**src/hdl/pfrag_pkg.sv**
```systemverilog
// pfrag_pkg: shared types and constants of the packet fragmenter
// no dependencies

package pfrag_pkg;

	localparam int unsigned HDR_BYTES = 6;
	localparam logic [15:0] USABLE_RESET = 16'd1024;
	localparam int unsigned DIV_STEPS = 16;
	localparam int unsigned DIV_CNT_W = $clog2(DIV_STEPS);

	// byte positions inside one command
	localparam logic [2:0] POS_SEQ_LO   = 3'd0;
	localparam logic [2:0] POS_SEQ_HI   = 3'd1;
	localparam logic [2:0] POS_IDX_LO   = 3'd2;
	localparam logic [2:0] POS_IDX_HI   = 3'd3;
	localparam logic [2:0] POS_TOT_LO   = 3'd4;
	localparam logic [2:0] POS_TOT_HI   = 3'd5;
	localparam logic [2:0] POS_PAYLOAD  = 3'd6;

	typedef struct packed {
		logic [15:0] seq;
		logic [15:0] idx;
		logic [15:0] total;
		logic [7:0]  data;
		logic        hdr;
		logic        payload;
		logic        fend;
		logic        pend;
	} cmd_t;

endpackage

```
**src/hdl/pfrag_div.sv**
```systemverilog
// pfrag_div: restoring divider, one quotient bit per cycle
// depends on pfrag_pkg

module pfrag_div (
	input  logic        clk,
	input  logic        arst_n,
	input  logic        start,
	input  logic [15:0] dividend,
	input  logic [15:0] divisor,
	output logic        done,
	output logic [15:0] quotient
);

	logic [15:0] rem_q;
	logic [15:0] quo_q;
	logic [15:0] div_q;
	logic [pfrag_pkg::DIV_CNT_W-1:0] cnt_q;
	logic        busy_q;
	logic        done_q;
	logic [16:0] shifted;
	logic        ge;
	logic [16:0] diff;

	assign shifted = {rem_q, quo_q[15]};
	assign ge      = shifted >= {1'b0, div_q};
	assign diff    = shifted - {1'b0, div_q};

	always_ff @(posedge clk or negedge arst_n) begin
		if (!arst_n) begin
			busy_q <= 1'b0;
			done_q <= 1'b0;
			cnt_q  <= '0;
		end else begin
			done_q <= 1'b0;
			if (start) begin
				busy_q <= 1'b1;
				cnt_q  <= '0;
			end else if (busy_q) begin
				cnt_q <= cnt_q + 1'b1;
				if (cnt_q == pfrag_pkg::DIV_CNT_W'(pfrag_pkg::DIV_STEPS - 1)) begin
					busy_q <= 1'b0;
					done_q <= 1'b1;
				end
			end
		end
	end

	always_ff @(posedge clk) begin
		if (start) begin
			rem_q <= '0;
			quo_q <= dividend;
			div_q <= divisor;
		end else if (busy_q) begin
			rem_q <= ge ? diff[15:0] : shifted[15:0];
			quo_q <= {quo_q[14:0], ge};
		end
	end

	assign done     = done_q;
	assign quotient = quo_q;

endmodule

```
**src/hdl/pfrag_front.sv**
```systemverilog
// pfrag_front: accepts input bytes, tracks packet and fragment state, builds commands
// depends on pfrag_pkg and pfrag_div

module pfrag_front (
	input  logic              clk,
	input  logic              arst_n,
	input  logic              in_valid,
	output logic              in_ready,
	input  logic [7:0]        in_data,
	input  logic [15:0]       in_len,
	input  logic              in_last,
	input  logic [15:0]       use_bytes,
	output logic              push,
	output pfrag_pkg::cmd_t   cmd,
	input  logic              q_full
);

	localparam logic [1:0] ST_IN   = 2'd0;
	localparam logic [1:0] ST_DIV  = 2'd1;
	localparam logic [1:0] ST_PUSH = 2'd2;

	logic [1:0]  state_q;
	logic [7:0]  data_q;
	logic [15:0] len_q;
	logic        last_q;
	logic        start_q;
	logic        inside_q;
	logic [15:0] seq_q;
	logic [15:0] idx_q;
	logic [15:0] total_q;
	logic [15:0] bif_q;
	logic [15:0] bip_q;

	logic        accept;
	logic        div_start;
	logic [15:0] dividend;
	logic        div_done;
	logic [15:0] div_quo;

	logic [15:0] cur_total;
	logic [15:0] cur_idx;
	logic [15:0] cur_bif;
	logic [15:0] cur_bip;
	logic        empty;
	logic        pend;
	logic        fend;

	assign in_ready  = (state_q == ST_IN);
	assign accept    = in_valid && in_ready;
	assign div_start = accept && !inside_q;
	assign dividend  = (in_len == 16'd0) ? 16'd0 : in_len - 16'd1;

	pfrag_div u_div (
		.clk      (clk),
		.arst_n   (arst_n),
		.start    (div_start),
		.dividend (dividend),
		.divisor  (use_bytes),
		.done     (div_done),
		.quotient (div_quo)
	);

	always_comb begin
		cur_total = start_q ? div_quo + 16'd1 : total_q;
		cur_idx   = start_q ? 16'd0 : idx_q;
		cur_bif   = start_q ? 16'd0 : bif_q;
		cur_bip   = start_q ? 16'd0 : bip_q;
		empty     = start_q && (len_q == 16'd0);
		pend      = empty || last_q || (({1'b0, cur_bip} + 17'd1) >= {1'b0, len_q});
		fend      = pend || (({1'b0, cur_bif} + 17'd1) >= {1'b0, use_bytes});
		cmd.seq     = seq_q;
		cmd.idx     = cur_idx;
		cmd.total   = cur_total;
		cmd.data    = data_q;
		cmd.hdr     = (cur_bif == 16'd0);
		cmd.payload = !empty;
		cmd.fend    = fend;
		cmd.pend    = pend;
	end

	assign push = (state_q == ST_PUSH) && !q_full;

	always_ff @(posedge clk or negedge arst_n) begin
		if (!arst_n) begin
			state_q  <= ST_IN;
			inside_q <= 1'b0;
			seq_q    <= '0;
			idx_q    <= '0;
			total_q  <= '0;
			bif_q    <= '0;
			bip_q    <= '0;
			start_q  <= 1'b0;
		end else begin
			unique case (state_q)
				ST_IN: begin
					if (accept) begin
						start_q <= !inside_q;
						state_q <= inside_q ? ST_PUSH : ST_DIV;
					end
				end
				ST_DIV: begin
					if (div_done) begin
						state_q <= ST_PUSH;
					end
				end
				ST_PUSH: begin
					if (push) begin
						state_q <= ST_IN;
						total_q <= cur_total;
						if (pend) begin
							seq_q    <= seq_q + 16'd1;
							idx_q    <= '0;
							bif_q    <= '0;
							bip_q    <= '0;
							inside_q <= 1'b0;
						end else begin
							inside_q <= 1'b1;
							bip_q    <= cur_bip + 16'd1;
							if (fend) begin
								bif_q <= '0;
								idx_q <= cur_idx + 16'd1;
							end else begin
								bif_q <= cur_bif + 16'd1;
								idx_q <= cur_idx;
							end
						end
					end
				end
				default: begin
					state_q <= ST_IN;
				end
			endcase
		end
	end

	always_ff @(posedge clk) begin
		if (accept) begin
			data_q <= in_data;
			len_q  <= in_len;
			last_q <= in_last;
		end
	end

endmodule

```
**src/hdl/pfrag_fifo.sv**
```systemverilog
// pfrag_fifo: command queue between front and back, registered read
// depends on pfrag_pkg

module pfrag_fifo #(
	parameter int unsigned DEPTH = 4
) (
	input  logic            clk,
	input  logic            arst_n,
	input  logic            push,
	input  pfrag_pkg::cmd_t push_data,
	output logic            full,
	output logic            out_valid,
	input  logic            pop,
	output pfrag_pkg::cmd_t out_data
);

	localparam int unsigned AW = (DEPTH > 1) ? $clog2(DEPTH) : 1;
	localparam int unsigned CW = $clog2(DEPTH + 1);

	pfrag_pkg::cmd_t mem [DEPTH];
	pfrag_pkg::cmd_t out_q;
	logic [AW-1:0]   wr_ptr_q;
	logic [AW-1:0]   rd_ptr_q;
	logic [CW-1:0]   cnt_q;
	logic            ov_q;
	logic            do_push;
	logic            fetch;

	assign full    = (cnt_q == CW'(DEPTH));
	assign do_push = push && !full;
	assign fetch   = (cnt_q != '0) && (!ov_q || pop);

	always_ff @(posedge clk or negedge arst_n) begin
		if (!arst_n) begin
			wr_ptr_q <= '0;
			rd_ptr_q <= '0;
			cnt_q    <= '0;
			ov_q     <= 1'b0;
		end else begin
			if (do_push) begin
				wr_ptr_q <= (wr_ptr_q == AW'(DEPTH - 1)) ? '0 : wr_ptr_q + 1'b1;
			end
			if (fetch) begin
				rd_ptr_q <= (rd_ptr_q == AW'(DEPTH - 1)) ? '0 : rd_ptr_q + 1'b1;
			end
			cnt_q <= cnt_q + CW'(do_push) - CW'(fetch);
			if (fetch) begin
				ov_q <= 1'b1;
			end else if (pop) begin
				ov_q <= 1'b0;
			end
		end
	end

	always_ff @(posedge clk) begin
		if (do_push) begin
			mem[wr_ptr_q] <= push_data;
		end
		if (fetch) begin
			out_q <= mem[rd_ptr_q];
		end
	end

	assign out_valid = ov_q;
	assign out_data  = out_q;

endmodule

```
**src/hdl/pfrag_back.sv**
```systemverilog
// pfrag_back: turns commands into header and payload bytes on the output stream
// depends on pfrag_pkg

module pfrag_back (
	input  logic            clk,
	input  logic            arst_n,
	input  logic            cmd_valid,
	output logic            cmd_pop,
	input  pfrag_pkg::cmd_t cmd_in,
	output logic            m_tvalid,
	input  logic            m_tready,
	output logic [7:0]      m_tdata,
	output logic [2:0]      m_tuser,
	output logic            m_tlast
);

	pfrag_pkg::cmd_t cmd_q;
	logic [2:0]      pos_q;
	logic            busy_q;
	logic            ov_q;
	logic [7:0]      byte_q;
	logic [2:0]      user_q;
	logic            last_q;

	logic            out_free;
	logic            emit;
	logic            cmd_done;
	logic [7:0]      cur_byte;
	logic            is_hdr;
	logic            f_end;
	logic            p_end;
	logic            r_last;

	assign out_free = !ov_q || m_tready;
	assign emit     = busy_q && out_free;
	assign cmd_pop  = cmd_valid && !busy_q;
	assign cmd_done = (pos_q == pfrag_pkg::POS_PAYLOAD) ||
		((pos_q == pfrag_pkg::POS_TOT_HI) && !cmd_q.payload);

	always_comb begin
		unique case (pos_q)
			pfrag_pkg::POS_SEQ_LO:  cur_byte = cmd_q.seq[7:0];
			pfrag_pkg::POS_SEQ_HI:  cur_byte = cmd_q.seq[15:8];
			pfrag_pkg::POS_IDX_LO:  cur_byte = cmd_q.idx[7:0];
			pfrag_pkg::POS_IDX_HI:  cur_byte = cmd_q.idx[15:8];
			pfrag_pkg::POS_TOT_LO:  cur_byte = cmd_q.total[7:0];
			pfrag_pkg::POS_TOT_HI:  cur_byte = cmd_q.total[15:8];
			default:                cur_byte = cmd_q.data;
		endcase
		is_hdr = (pos_q != pfrag_pkg::POS_PAYLOAD);
		if (pos_q == pfrag_pkg::POS_PAYLOAD) begin
			f_end  = cmd_q.fend;
			p_end  = cmd_q.pend;
			r_last = 1'b1;
		end else begin
			f_end  = cmd_done;
			p_end  = cmd_done;
			r_last = cmd_done;
		end
	end

	always_ff @(posedge clk or negedge arst_n) begin
		if (!arst_n) begin
			busy_q <= 1'b0;
			ov_q   <= 1'b0;
			pos_q  <= '0;
		end else begin
			if (out_free) begin
				ov_q <= busy_q;
			end
			if (cmd_pop) begin
				busy_q <= 1'b1;
				pos_q  <= cmd_in.hdr ? pfrag_pkg::POS_SEQ_LO : pfrag_pkg::POS_PAYLOAD;
			end else if (emit) begin
				if (cmd_done) begin
					busy_q <= 1'b0;
				end else begin
					pos_q <= pos_q + 3'd1;
				end
			end
		end
	end

	always_ff @(posedge clk) begin
		if (cmd_pop) begin
			cmd_q <= cmd_in;
		end
		if (emit) begin
			byte_q <= cur_byte;
			user_q <= {r_last, f_end, is_hdr};
			last_q <= p_end;
		end
	end

	assign m_tvalid = ov_q;
	assign m_tdata  = byte_q;
	assign m_tuser  = user_q;
	assign m_tlast  = last_q;

endmodule

```
**src/hdl/packet_fragmenter_core.sv**
```systemverilog
// packet_fragmenter_core: top level of the packet fragmenter
// depends on pfrag_pkg, pfrag_front, pfrag_fifo, pfrag_back
//
// Splits packets arriving one byte per transaction into fragments, each a 6-byte
// little-endian header {sequence, fragment index, fragment count} followed by up to
// usable_bytes payload bytes (a value of 0 acts as 1). The front end takes a new byte
// once the command of the last is queued; the first byte of a packet also waits for
// the fragment count, worked out by a 16-step serial divider. A command queue of
// QUEUE_DEPTH entries plus one output register feeds the back end, which sends one
// byte per cycle while m_tready does not stall it and takes a new command only when
// done with the last. usable_bytes may be changed only while the block is idle.

module packet_fragmenter_core #(
	parameter int unsigned QUEUE_DEPTH = 4
) (
	input  logic        clk,
	input  logic        arst_n,
	input  logic        cfg_wr_en,
	input  logic [15:0] cfg_wr_data,   // usable_bytes
	input  logic        s_tvalid,
	output logic        s_tready,
	input  logic [23:0] s_tdata,       // data_byte[7:0], packet_length[23:8]
	input  logic        s_tlast,       // last_byte
	output logic        m_tvalid,
	input  logic        m_tready,
	output logic [7:0]  m_tdata,       // out_byte[7:0]
	output logic [2:0]  m_tuser,       // is_header[0], fragment_end[1], run_last[2]
	output logic        m_tlast        // packet_end
);

	logic [15:0]     usable_q;
	logic [15:0]     use_bytes;
	logic            push;
	logic            q_full;
	logic            q_valid;
	logic            q_pop;
	pfrag_pkg::cmd_t push_cmd;
	pfrag_pkg::cmd_t q_cmd;

	always_ff @(posedge clk or negedge arst_n) begin
		if (!arst_n) begin
			usable_q <= pfrag_pkg::USABLE_RESET;
		end else if (cfg_wr_en) begin
			usable_q <= cfg_wr_data;
		end
	end

	assign use_bytes = (usable_q == 16'd0) ? 16'd1 : usable_q;

	pfrag_front u_front (
		.clk       (clk),
		.arst_n    (arst_n),
		.in_valid  (s_tvalid),
		.in_ready  (s_tready),
		.in_data   (s_tdata[7:0]),
		.in_len    (s_tdata[23:8]),
		.in_last   (s_tlast),
		.use_bytes (use_bytes),
		.push      (push),
		.cmd       (push_cmd),
		.q_full    (q_full)
	);

	pfrag_fifo #(
		.DEPTH (QUEUE_DEPTH)
	) u_fifo (
		.clk       (clk),
		.arst_n    (arst_n),
		.push      (push),
		.push_data (push_cmd),
		.full      (q_full),
		.out_valid (q_valid),
		.pop       (q_pop),
		.out_data  (q_cmd)
	);

	pfrag_back u_back (
		.clk       (clk),
		.arst_n    (arst_n),
		.cmd_valid (q_valid),
		.cmd_pop   (q_pop),
		.cmd_in    (q_cmd),
		.m_tvalid  (m_tvalid),
		.m_tready  (m_tready),
		.m_tdata   (m_tdata),
		.m_tuser   (m_tuser),
		.m_tlast   (m_tlast)
	);

endmodule

```
**config.mk**
```make
export PLATFORM = sky130hd
export DESIGN_NAME = packet_fragmenter_core
export DESIGN_NICKNAME = d
export VERILOG_FILES = /design/src/hdl/pfrag_pkg.sv /design/src/hdl/pfrag_div.sv /design/src/hdl/pfrag_front.sv /design/src/hdl/pfrag_fifo.sv /design/src/hdl/pfrag_back.sv /design/src/hdl/packet_fragmenter_core.sv
export SDC_FILE = /design/constraint.sdc
export NUM_CORES = 1
export LEC_CHECK = 0
export BUFFER_PORTS_ARGS = -buffer_cell sky130_fd_sc_hd__buf_2
export CAP_MARGIN = 20
export CORE_ASPECT_RATIO = 1.5
export CORE_MARGIN = 4
export CORE_UTILIZATION = 56
export DETAILED_ROUTE_END_ITERATION = 8
export HOLD_SLACK_MARGIN = 0.12
export PLACE_DENSITY = 0.84
export RECOVER_POWER = 100
export SLEW_MARGIN = 30
export SYNTH_ARGS = -nofsm -noshare
export SYNTH_HDL_FRONTEND = slang
export SYNTH_SLANG_ARGS = --single-unit
```
**constraint.sdc**
```tcl
create_clock -name clk -period 5.5 [get_ports clk]
set_input_delay 1.1 -clock clk [delete_from_list [all_inputs] [get_ports clk]]
set_output_delay 1.1 -clock clk [all_outputs]
set_load 0.005 [all_outputs]
```
# --- After elaboration in Yosys (flattened, before gate mapping) ---
# Memories as Yosys holds them, arrays and structs flattened. A register that Yosys moved wholly into a read port is not among the register bits.
# Index checks and enable logic that the tools add are counted.
classes:
  n_addsub: 15
  n_lt_le_gt_ge: 3
  eq_ne: 17
  n_mux: 44
  n_reduce_logical: 39
ops:
  columns: ["cell", "count"]
  rows:
  - ["$mux 16", 14]
  - ["$add 16x1->16 const B", 5]
  - ["$logic_not 16->1", 4]
  - ["$ge 17x16->1", 3]
  - ["$pmux 8 s6", 1]
  - ["$add 16x1->17 const B", 2]
  - ["$mux 1", 16]
  - ["$sub 16x1->16 const B", 1]
  - ["$sub 16x16->16", 1]
  - ["$eq 3x3->1 const B", 4]
  - ["$mux 2", 6]
  - ["$mux 3", 4]
  - ["$logic_and 1x1->1", 9]
  - ["$mux 4", 2]
  - ["$reduce_and 2->1", 4]
  - ["$reduce_bool 2->1", 4]
  - ["$logic_not 1->1", 7]
  - ["$eq 2x2->1 const B", 3]
  - ["$eq 3x2->1 const B", 2]
  - ["$logic_or 1x1->1", 6]
  - ["$ne 2x2->1 const B", 3]
  - ["$pmux 2 s3", 1]
  - ["$reduce_and 3->1", 2]
  - ["$add 2x1->2 const B", 2]
  - ["other kinds (12)", 12]
totals:
  register_bits: 263
  ram_bits: 240
  input_bits: 46
  output_inout_bits: 14
  word_cells: 155
  n_memories: 1
mem_list:
  columns: ["name", "depth", "word_bits", "rd", "rd_clocked_by_memory_dff", "wr", "line_no", "rtl"]
  rows:
  - ["u_fifo.mem", 4, 60, 1, 1, 1, "pfrag_fifo.sv:20", "pfrag_pkg::cmd_t mem [DEPTH];"]

# --- Depth between registers and ports, before layout ---
# Gate-level depths: netlist (run 1).
logic_depth:
  ltp_word: 7
  ltp_mapped: 22
  depth_no_buf: 19

# --- Modules after synthesis ---
# From an unflattened synthesis (run 1), not the netlist that was laid out.
hier_totals:
  cells_unflattened: 1669
  area_unflattened_um2: 24399.7
by_module_without_submodules:
  columns: ["mod", "instances", "cells_each", "area_per_inst_um2", "seq_area_each_um2"]
  rows:
  - ["pfrag_fifo", 1, 417, 10996.8, 9208.8]
  - ["pfrag_front", 1, 757, 6849.1, 2852.7]
  - ["pfrag_div", 1, 287, 2986.6, 1431.4]
  - ["pfrag_back", 1, 154, 2826.5, 2257.2]
  - ["packet_fragmenter_core", 1, 54, 740.7, 401.6]

# --- Worst setup path before layout (run 1) ---
# OpenSTA, ideal clock, no wires.
synth_path:
  kind: "register to register"
  startpoint: "register u_fifo.cnt_q[1]"
  endpoint: "register u_fifo.cnt_q[2]"
  setup_ns: 0.123
  arrival_ns: 5.021
  t_required_ns: 5.377
  setup_slack_ns: 0.356
  stages_incl_launch_ff: 10
  path_buffers: 0
  period_less_slack_ns: 5.144
  path_cell_list: "dfrtp_1 > nor3_1 > a21oi_1 > ha_1 > inv_1 > ha_1 > inv_1 > fa_1 > xnor2_1 > xnor2_1"
synth_via:
  elab_cells_between_ends: 8
  classes_between: "2 x add/sub; 1 x eq/ne; 5 x reduce/logical"
synth_lines:
  columns: ["element", "line_no", "rtl"]
  rows:
  - ["start: declaration", "pfrag_fifo.sv:24", "logic [CW-1:0] cnt_q;"]
  - ["start signal: assignment", "pfrag_fifo.sv:46", "cnt_q <= cnt_q + CW'(do_push) - CW'(fetch);"]
  - ["$reduce_bool 3->1", "pfrag_fifo.sv:31", "assign fetch = (cnt_q != '0) && (!ov_q || pop);"]
  - ["$logic_and 1x1->1", "pfrag_fifo.sv:31", null]
  - ["named net u_fifo.fetch", "pfrag_fifo.sv:27", "logic fetch;"]
  - ["$sub 3x1->3", "pfrag_fifo.sv:46", null]
# The timed path passes the listed nets, and every way through them passes these cells.
# A chain may end at the register's enable or synchronous reset.

# --- Final worst setup path (run 1) ---
layout_path:
  startpoint: "register u_front.start_q"
  endpoint: "register u_front.idx_q[4]"
layout_via:
  elab_chain_len: 7
  elab_cells_between_ends: 14
  classes_between: "3 x add/sub; 2 x order compare; 5 x mux; 4 x reduce/logical"
layout_rtl:
  columns: ["element", "line_no", "rtl"]
  rows:
  - ["start: declaration", "pfrag_front.sv:26", "logic start_q;"]
  - ["start signal: assignment", "pfrag_front.sv:97", "start_q <= !inside_q;"]
  - ["$mux 16", "pfrag_front.sv:67", "cur_bip = start_q ? 16'd0 : bip_q;"]
  - ["$add 16x1->17", "pfrag_front.sv:69", "pend = empty || last_q || (({1'b0, cur_bip} + 17'd1) >= {1'b0, len_q});"]
  - ["$ge 17x16->1", "pfrag_front.sv:69", null]
  - ["$logic_or 1x1->1", "pfrag_front.sv:69", null]
  - ["$logic_or 1x1->1", "pfrag_front.sv:70", "fend = pend || (({1'b0, cur_bif} + 17'd1) >= {1'b0, use_bytes});"]
  - ["$mux 16", "pfrag_front.sv:119", "if (fend) begin"]
  - ["$mux 16 (*)", "pfrag_front.sv:110", "if (pend) begin"]
  - ["end signal: assignment", "pfrag_front.sv:121", "idx_q <= cur_idx + 16'd1;"]
  - ["end signal: assignment", "pfrag_front.sv:124", "idx_q <= cur_idx;"]
  - ["end: declaration", "pfrag_front.sv:29", "logic [15:0] idx_q;"]
# Every way passes the cells marked *; elsewhere a longest branch is shown, timed or not.

==> results of run 1 <==
## how the worst max path moves through the flow
stage                          startpoint                to  slack (ps)  cells after the start
after floorplan           u_fifo.cnt_q[1]   u_fifo.cnt_q[2]         360                      9
after global placement    u_front.start_q  u_front.idx_q[4]        1050                     17
after detailed placement  u_front.start_q  u_front.idx_q[4]         830                     17
after CTS                 u_front.start_q  u_front.idx_q[4]         780                     15
after global routing      u_front.start_q  u_front.idx_q[4]         180                     17
final                     u_front.start_q  u_front.idx_q[4]         610                     17
## power by group through the flow
stage / sequential [uW] / combinational [uW] / clock [uW]
after floorplan: 5960 / 2350 / 0
after global placement: 6220 / 2800 / 0
after detailed placement: 6260 / 2970 / 0
after CTS: 6190 / 3030 / 3840
after global routing: 6230 / 3410 / 4050
final: 6160 / 3100 / 3820
## per-layer routing
layer | part of all wire | track usage | up-vias
met3 | 0.055 | 0.0279 | 163
met5 | 0 | 0 | -
li1 | - | - | 6347
met4 | 0.057 | 0.113 | 0
met2 | 0.53 | 0.405 | 647
met1 | 0.36 | 0.259 | 7106
## final cells by class
class	instances	area share
flip-flops and latches	563	0.610
multi-input cells	954	0.269
clock buffers	70	0.0546
well taps	564	0.0266
clock inverters	22	0.0142
repair buffers	77	0.0137
inverters	83	0.0118
## worst max-delay path, cell delays in order (launching register included)
cell	delay (ps)
dfrtp_1	450
nor2b_1	230
ha_1	270
nand4_2	170
nor3b_1	430
nand3_1	150
xor2_1	160
nor2_1	140
ha_1	270
o21a_1	120
o211ai_1	190
nor3_1	80
a221o_1	330
nor3_4	340
inv_2	290
nor2_1	700
o21ai_0	240
a31oi_1	220
## kinds of logic after synthesis
logic type | after synthesis
adders and majority gates | 70
AOI/OAI and AO/OA | 250
muxes | 90
DFF | 563
and+or+nand+nor | 458
xor gates and xnor gates | 86
buffers and inverters | 165
## through the flow
stage / total power, uW / setup WS (ps) / instances
4_1_cts: 13100 / 781 / 2331
6_report: 13100 / 612 / 2333
2_1_floorplan: 8310 / 356 / 1682
3_3_place_gp: 9020 / 1050 / 2239
5_1_grt: 13700 / 180 / 2333
3_5_place_dp: 9230 / 829 / 2239
## sequential cells by signal (all words and copies together), names as in the netlist, 2 cells and up
signal,cells
u_fifo.out_data,60
u_front.data_q,8
u_front.seq_q,16
u_front.total_q,16
u_fifo.cnt_q,3
u_front.u_div.rem_q,16
u_fifo.rd_ptr_q,2
u_front.u_div.cnt_q,4
u_fifo.mem,240
u_back.cmd_q,59
u_back.m_tuser,3
u_back.m_tdata,8
u_front.u_div.quotient,16
u_front.idx_q,16
u_fifo.wr_ptr_q,2
u_back.pos_q,3
u_front.state_q,2
u_front.bip_q,16
u_front.bif_q,16
u_front.u_div.div_q,16
u_front.len_q,16
usable_q,16
## layout by cell type (no fill, tap or decap), types with 50 or more instances in the layout
master / count
mux4_2: 60
nor2_1: 94
o21ai_0: 88
edfxtp_1: 428
a21oi_1: 59
ha_1: 68
xnor2_1: 58
dfrtp_1: 117
clkbuf_16: 50
nand2_1: 164
inv_1: 80
==> results.md, run 1 <==
- Setup crit start kind: flip-flop
- Min Tclk post-route: roughly 5000 ps
- Sequential cell area: approximately 0.016 mm2
- Hold path startpoint: u_fifo.out_data[41]
- Post-synth ARST share: 0.211
- Fin util: 0.629
- Port bufs: 59
- Vias per cell: roughly 6
- Pint: ~9000 uW
- First-pass GRT wire length: between 80000 and 90000 um
- Area Growth Syn to Fin: 10.6%
- Sw frac: 0.298
- Netlist Area Pre-Place: 0.0239 mm2
- Unrepaired setup endpoints after global routing: false
- Gpl congestion: 0.904
- Fmax: between 200 and 250 MHz
- Maximum vdd drop: roughly 320 uV
- Max Buffers Root-to-Sink: 3
- TritonCTS clock tree: done
- Fin nets: 1844
- First-pass iteration count of the detailed router: 5
- Number of clock sinks: around 560
- Clock power frac: 0.292
- RR Endpoint: u_front.idx_q[4]
- Final Hold Fails: 0
- Synth Area in Compound Gates: 0.0678
- I/O Pins: 60
- Setup TNS: 0 ps
- Latest clock arrival within the worst-skew pair: around 590 ps
- EDFF count, synth: 428
- Number of H-tree levels: 2
- Hold path cells: 0
- Crit Path Class: flip-flop to flip-flop
- Register area share after synthesis: 0.675
- Fin area: about 0.026 mm2
- Comb power frac: 0.237
- Crit Reg-Reg Startpoint: u_front.start_q
- Hold endpoint: u_back.cmd_q[41]
- Violated checks: max-capacitance violations, max-slew violations
- Slew Limit Fails: roughly 500
- TritonCTS Buffers: just under 50
- Overflow after GRT: 0
- Clock skew: 31.0 ps
- Die width: about 180 um
- DRT antenna net count: 0
- Total core area: around 0.042 mm2
- Area post-placement: ~0.025 mm2
- Post_cts resized: 0
- Synth Area in Simple Gates: 0.0924
- Max_cap viols: 10
- Final period utilization: 0.889
- Register bit total from synthesis: 563
- Distinct cell type count after synthesis: 80
- Initial Utilization: 0.568
- CTS root buf: clkbuf_16
- Final setup violation count: 0
- Clk slew on worst S/H paths: around 70 ps
- Initial antenna violation count: 0
- Syn Nets: ~1800
- Reg power frac: 0.471
- Main combinational cell family by area after synthesis: simple AND/OR/NAND/NOR gates
- P_leak: just under 0.01 uW
- Post-synth top area cell: edfxtp_1
- Crit path max fanout: 26
- Least-Margin Pin Slew: 3510 ps
- Pwr/cell area: between 400 and 500 mW/mm2
- Worst setup EP type: flip-flop
- Antenna Cells: 0
- WL per Instance: 22.3 um
- Largest net degree at the start of global routing: between 70 and 80
- Min-Delay Path Class: flip-flop to flip-flop
- Yosys top cell area share: 0.537
- Post-Synth XOR/XNOR Area: 0.0315
- Top cells by area, synth: edfxtp_1 (54%), dfrtp_1 (12%), mux4_2 (5.6%), ha_1 (3.6%), nand2_1 (2.6%)
- Primary FF master, synth: edfxtp_1
- Multiplexer area fraction after synthesis: 0.0696
- Syn_area_per_cell: between 10 and 15 um2
- Reg2reg setup slack: about 600 ps
- Relative slew slack: -1.34
- DRC viols: 0
- Worst hold margin: just over 400 ps
- WP data arrival: 5370 ps
- Multi-input gate area: 0.00713 mm2
- Net Switching: between 3000 and 4000 uW
- Status: complete, but fails checks
- Fillcell total: a little under 3000
- DPL Wire Length: 32300 um
- Adder-Cell Fraction of Synth Area: 0.0372
- Layout cell share with drive strength beyond 1: 0.122
- Critical path required time: roughly 6000 ps
- Mapped Cells: between 1500 and 2000
- Chip Height: between 200 and 300 um
- FP Rows: between 90 and 100
- Number of global-route vias before repair: around 15000
- Top cells by count, synth: edfxtp_1 (428), nand2_1 (163), dfrtp_1 (118), nor2_1 (93), o21ai_0 (86)
- All-Layer GR Usage: 0.223
- Synth warn: 0
- Initial DRC Count: roughly 1200
- Via count: ~14000
- Cell with the most instances after synthesis: edfxtp_1
- Die ar.: 0.0462 mm2
- Total wire length: roughly 52000 um
- Post CTS Setup Buffer Count: 0
- CTS Hold Bufs: 0
- FF-to-FF path depth: 17
(Power assumes the default switching activity.)
==> run 2: changes to the inputs <==
Settings changed: PLACE_DENSITY 0.84 to 0.77.
Clock period 5.5 ns to 4.2 ns, I/O delays scaled along.
==> run 2 against run 1 <==
Effect of this change:
- the flow still finishes with violations (max-capacitance violations, max-slew violations)
- sequential share of layout area shrank 0.24 points
- clock skew shrank 18 ps
- final cell count grew 0.73%
- via count shrank 3.7%
- sequential power grew 30%
- first-iteration DRC count shrank 14%
- critical path type unchanged
- power grew 26%
- highest routed layer unchanged
- utilization grew 0.27 points
- critical path depth shrank 2
- die area is the same
==> results.md, run 2 (same netlist as run 1, synthesis figures left out) <==
- Status: complete, but fails checks (unchanged)
- Violated checks: max-capacitance violations, max-slew violations (unchanged)
- CTS root buf: clkbuf_16 (unchanged)
- FF-to-FF path depth: 15 (was 17)
- FP Rows: 92 (unchanged)
- First-pass iteration count of the detailed router: 5 (unchanged)
- Critical Path Stages: 15 (was 17)
- Commonest non-fill, non-tap cells in the layout: edfxtp_1 (428), nand2_1 (163), dfrtp_1 (115) (was edfxtp_1 (428), nand2_1 (164), dfrtp_1 (117))
- Vias per cell: 5.84 (was 6.11)
- All-Layer GR Usage: 0.209 (was 0.223)
- Critical path required time: 4660 ps (was 5990 ps)
- CTS Hold Bufs: 0 (unchanged)
- Gpl congestion: 0.914 (was 0.904)
- Unrepaired setup endpoints after global routing: true (was false)
- Die width: 177 um (unchanged)
- Total power: 16500 uW (was 13100 uW)
- DRC viols: 0 (unchanged)
- Die ar.: 0.0462 mm2 (unchanged)
- Setup TNS: 0 ps (unchanged)
- Sw frac: 0.300 (was 0.298)
- Delay of the slowest critical-path stage: 480 ps (was 700 ps)
- Overflow after GRT: 0 (unchanged)
- WL per Instance: 20.1 um (was 22.3 um)
- Pwr/cell area: 621 mW/mm2 (was 494 mW/mm2)
- P_leak: 0.00991 uW (was 0.00982 uW)
- Total core area: 0.0421 mm2 (unchanged)
- Crit path cell chain: buf_4, nor2b_2, nand3_1, nor3_2, nand3_1, or3_1, a21oi_1, ha_1, o21a_1, o21a_1, a21boi_0, a211o_2, nand2_1, nor4_1, a311o_1 (was nor2b_1, ha_1, nand4_2, nor3b_1, nand3_1, xor2_1, nor2_1, ha_1, o21a_1, o211ai_1, nor3_1, a221o_1, nor3_4, inv_2, nor2_1, o21ai_0, a31oi_1)
- Fillcell total: 3035 (was 2936)
- DPL Wire Length: 31400 um (was 32300 um)
- Clock skew: 13.3 ps (was 31.0 ps)
- Relative slew slack: -0.0672 (was -1.34)
- Largest reg by FF count: u_fifo.mem (unchanged)
- Number of clock sinks: 563 (unchanged)
- Area Growth Syn to Fin: 11.1% (was 10.6%)
- First-pass GRT wire length: 76300 um (was 80200 um)
- DRT antenna net count: 0 (unchanged)
- Largest net degree at the start of global routing: 98 (was 71)
- Port bufs: 59 (unchanged)
- Max_cap viols: 1 (was 10)
- Worst hold margin: 415 ps (was 411 ps)
- Chip Height: 261 um (unchanged)
- Number of global-route vias before repair: 14000 (was 14600)
- CP max-delay cell: dfrtp_2 (was nor2_1)
- Pint: 11600 uW (was 9180 uW)
- I/O Pins: 60 (unchanged)
- Final setup violation count: 0 (unchanged)
- Comb power frac: 0.241 (was 0.237)
- Clock power frac: 0.273 (was 0.292)
- Antenna Cells: 0 (unchanged)
- Setup crit start kind: flip-flop (unchanged)
- Initial DRC Count: 1077 (was 1247)
- Latest clock arrival within the worst-skew pair: 580 ps (was 590 ps)
- Total wire length: 47300 um (was 52000 um)
- TritonCTS clock tree: done (unchanged)
- Number of H-tree levels: 2 (unchanged)
- Final period utilization: 0.958 (was 0.889)
- Initial Utilization: 0.568 (unchanged)
- Initial antenna violation count: 0 (unchanged)
- Maximum vdd drop: 445 uV (was 323 uV)
- Crit path max fanout: 11 (was 26)
- Layout cell share with drive strength beyond 1: 0.148 (was 0.122)
- Slew Limit Fails: 24 (was 502)
- Hold path cells: 0 (unchanged)
- Max Buffers Root-to-Sink: 3 (unchanged)
- Delay-heaviest family, CP: compound AO/OA/AOI/OAI gates (was simple AND/OR/NAND/NOR gates)
- TritonCTS Buffers: 50 (was 49)
- WP data arrival: 4480 ps (was 5370 ps)
- Largest register FFs: 240 (unchanged)
- Least-Margin Pin Slew: 1600 ps (was 3510 ps)
- Leading cell type in the layout, fill and taps excluded: edfxtp_1 (unchanged)
- Net Switching: 4950 uW (was 3900 uW)
- Min Tclk post-route: 4020 ps (was 4890 ps)
- Reg power frac: 0.486 (was 0.471)
- Fin area: 0.0266 mm2 (was 0.0265 mm2)
- Fmax: 248 MHz (was 205 MHz)
- Crit Path Class: flip-flop to flip-flop (unchanged)
- Fin nets: 1860 (was 1844)
- Area post-placement: 0.0248 mm2 (about the same)
- Clk slew on worst S/H paths: 70 ps (about the same)
- Min-Delay Path Class: flip-flop to flip-flop (unchanged)
- Via count: 13700 (was 14300)
- Final Hold Fails: 0 (unchanged)
- Bufs and invs on worst path: 1 (unchanged)
- Worst setup EP type: flip-flop (unchanged)
## run 2: cell type report
class	count	area, um2	area share
Multi-Input combinational cell	954	7250	0.272
Timing Repair Buffer	92	538	0.0202
Inverter	83	312	0.0117
Sequential cell	563	16200	0.608
Clock buffer	60	1320	0.0496
Clock inverter	34	317	0.0119
Tap cell	564	706	0.0265
## run 2: metal layers
metal	track usage	vias to the layer above	wire length, um	share of wire
li1	-	6385	-	-
met2	0.377	438	25000	0.53
met1	0.257	6798	18200	0.38
met4	0.0843	0	1980	0.042
met5	0	-	0	0
met3	0.0253	109	2160	0.046
## run 2: timing repair
item,in CTS,in global routing
pin swaps,0,3
setup endpoints to repair,5,64
setup buffers,0,10
resized for setup,1,17
## run 2: power groups by stage
stage,logic (uW),clock network (uW),registers [uW]
floorplan,3080,0,7790
global placement,3830,0,8110
detailed placement,3970,0,8160
CTS,3990,4600,8060
global route,4430,4850,8150
finish,3970,4510,8030
## run 2: path summary, 6_finish.rpt
kind                                     startpoint                 end  slack [ps]
max in group asynchronous                    arst_n     u_front.start_q        1170
min in group asynchronous                    arst_n  u_fifo.rd_ptr_q[0]         650
worst max register to register      u_front.start_q    u_front.idx_q[2]         180
worst min register to register  u_fifo.out_data[48]    u_back.cmd_q[48]         410
worst min-delay path            u_fifo.out_data[48]    u_back.cmd_q[48]         410
worst max-delay path                u_front.start_q    u_front.idx_q[2]         180
## run 2: metrics by stage
step                 util  instances  setup WS (ps)
global route        0.631       2350          -74.2
finish              0.631       2350            175
detailed placement  0.590       2246         -0.704
global placement    0.590       2246            134
floorplan               -       1682           2.94
CTS                 0.629       2340           6.52
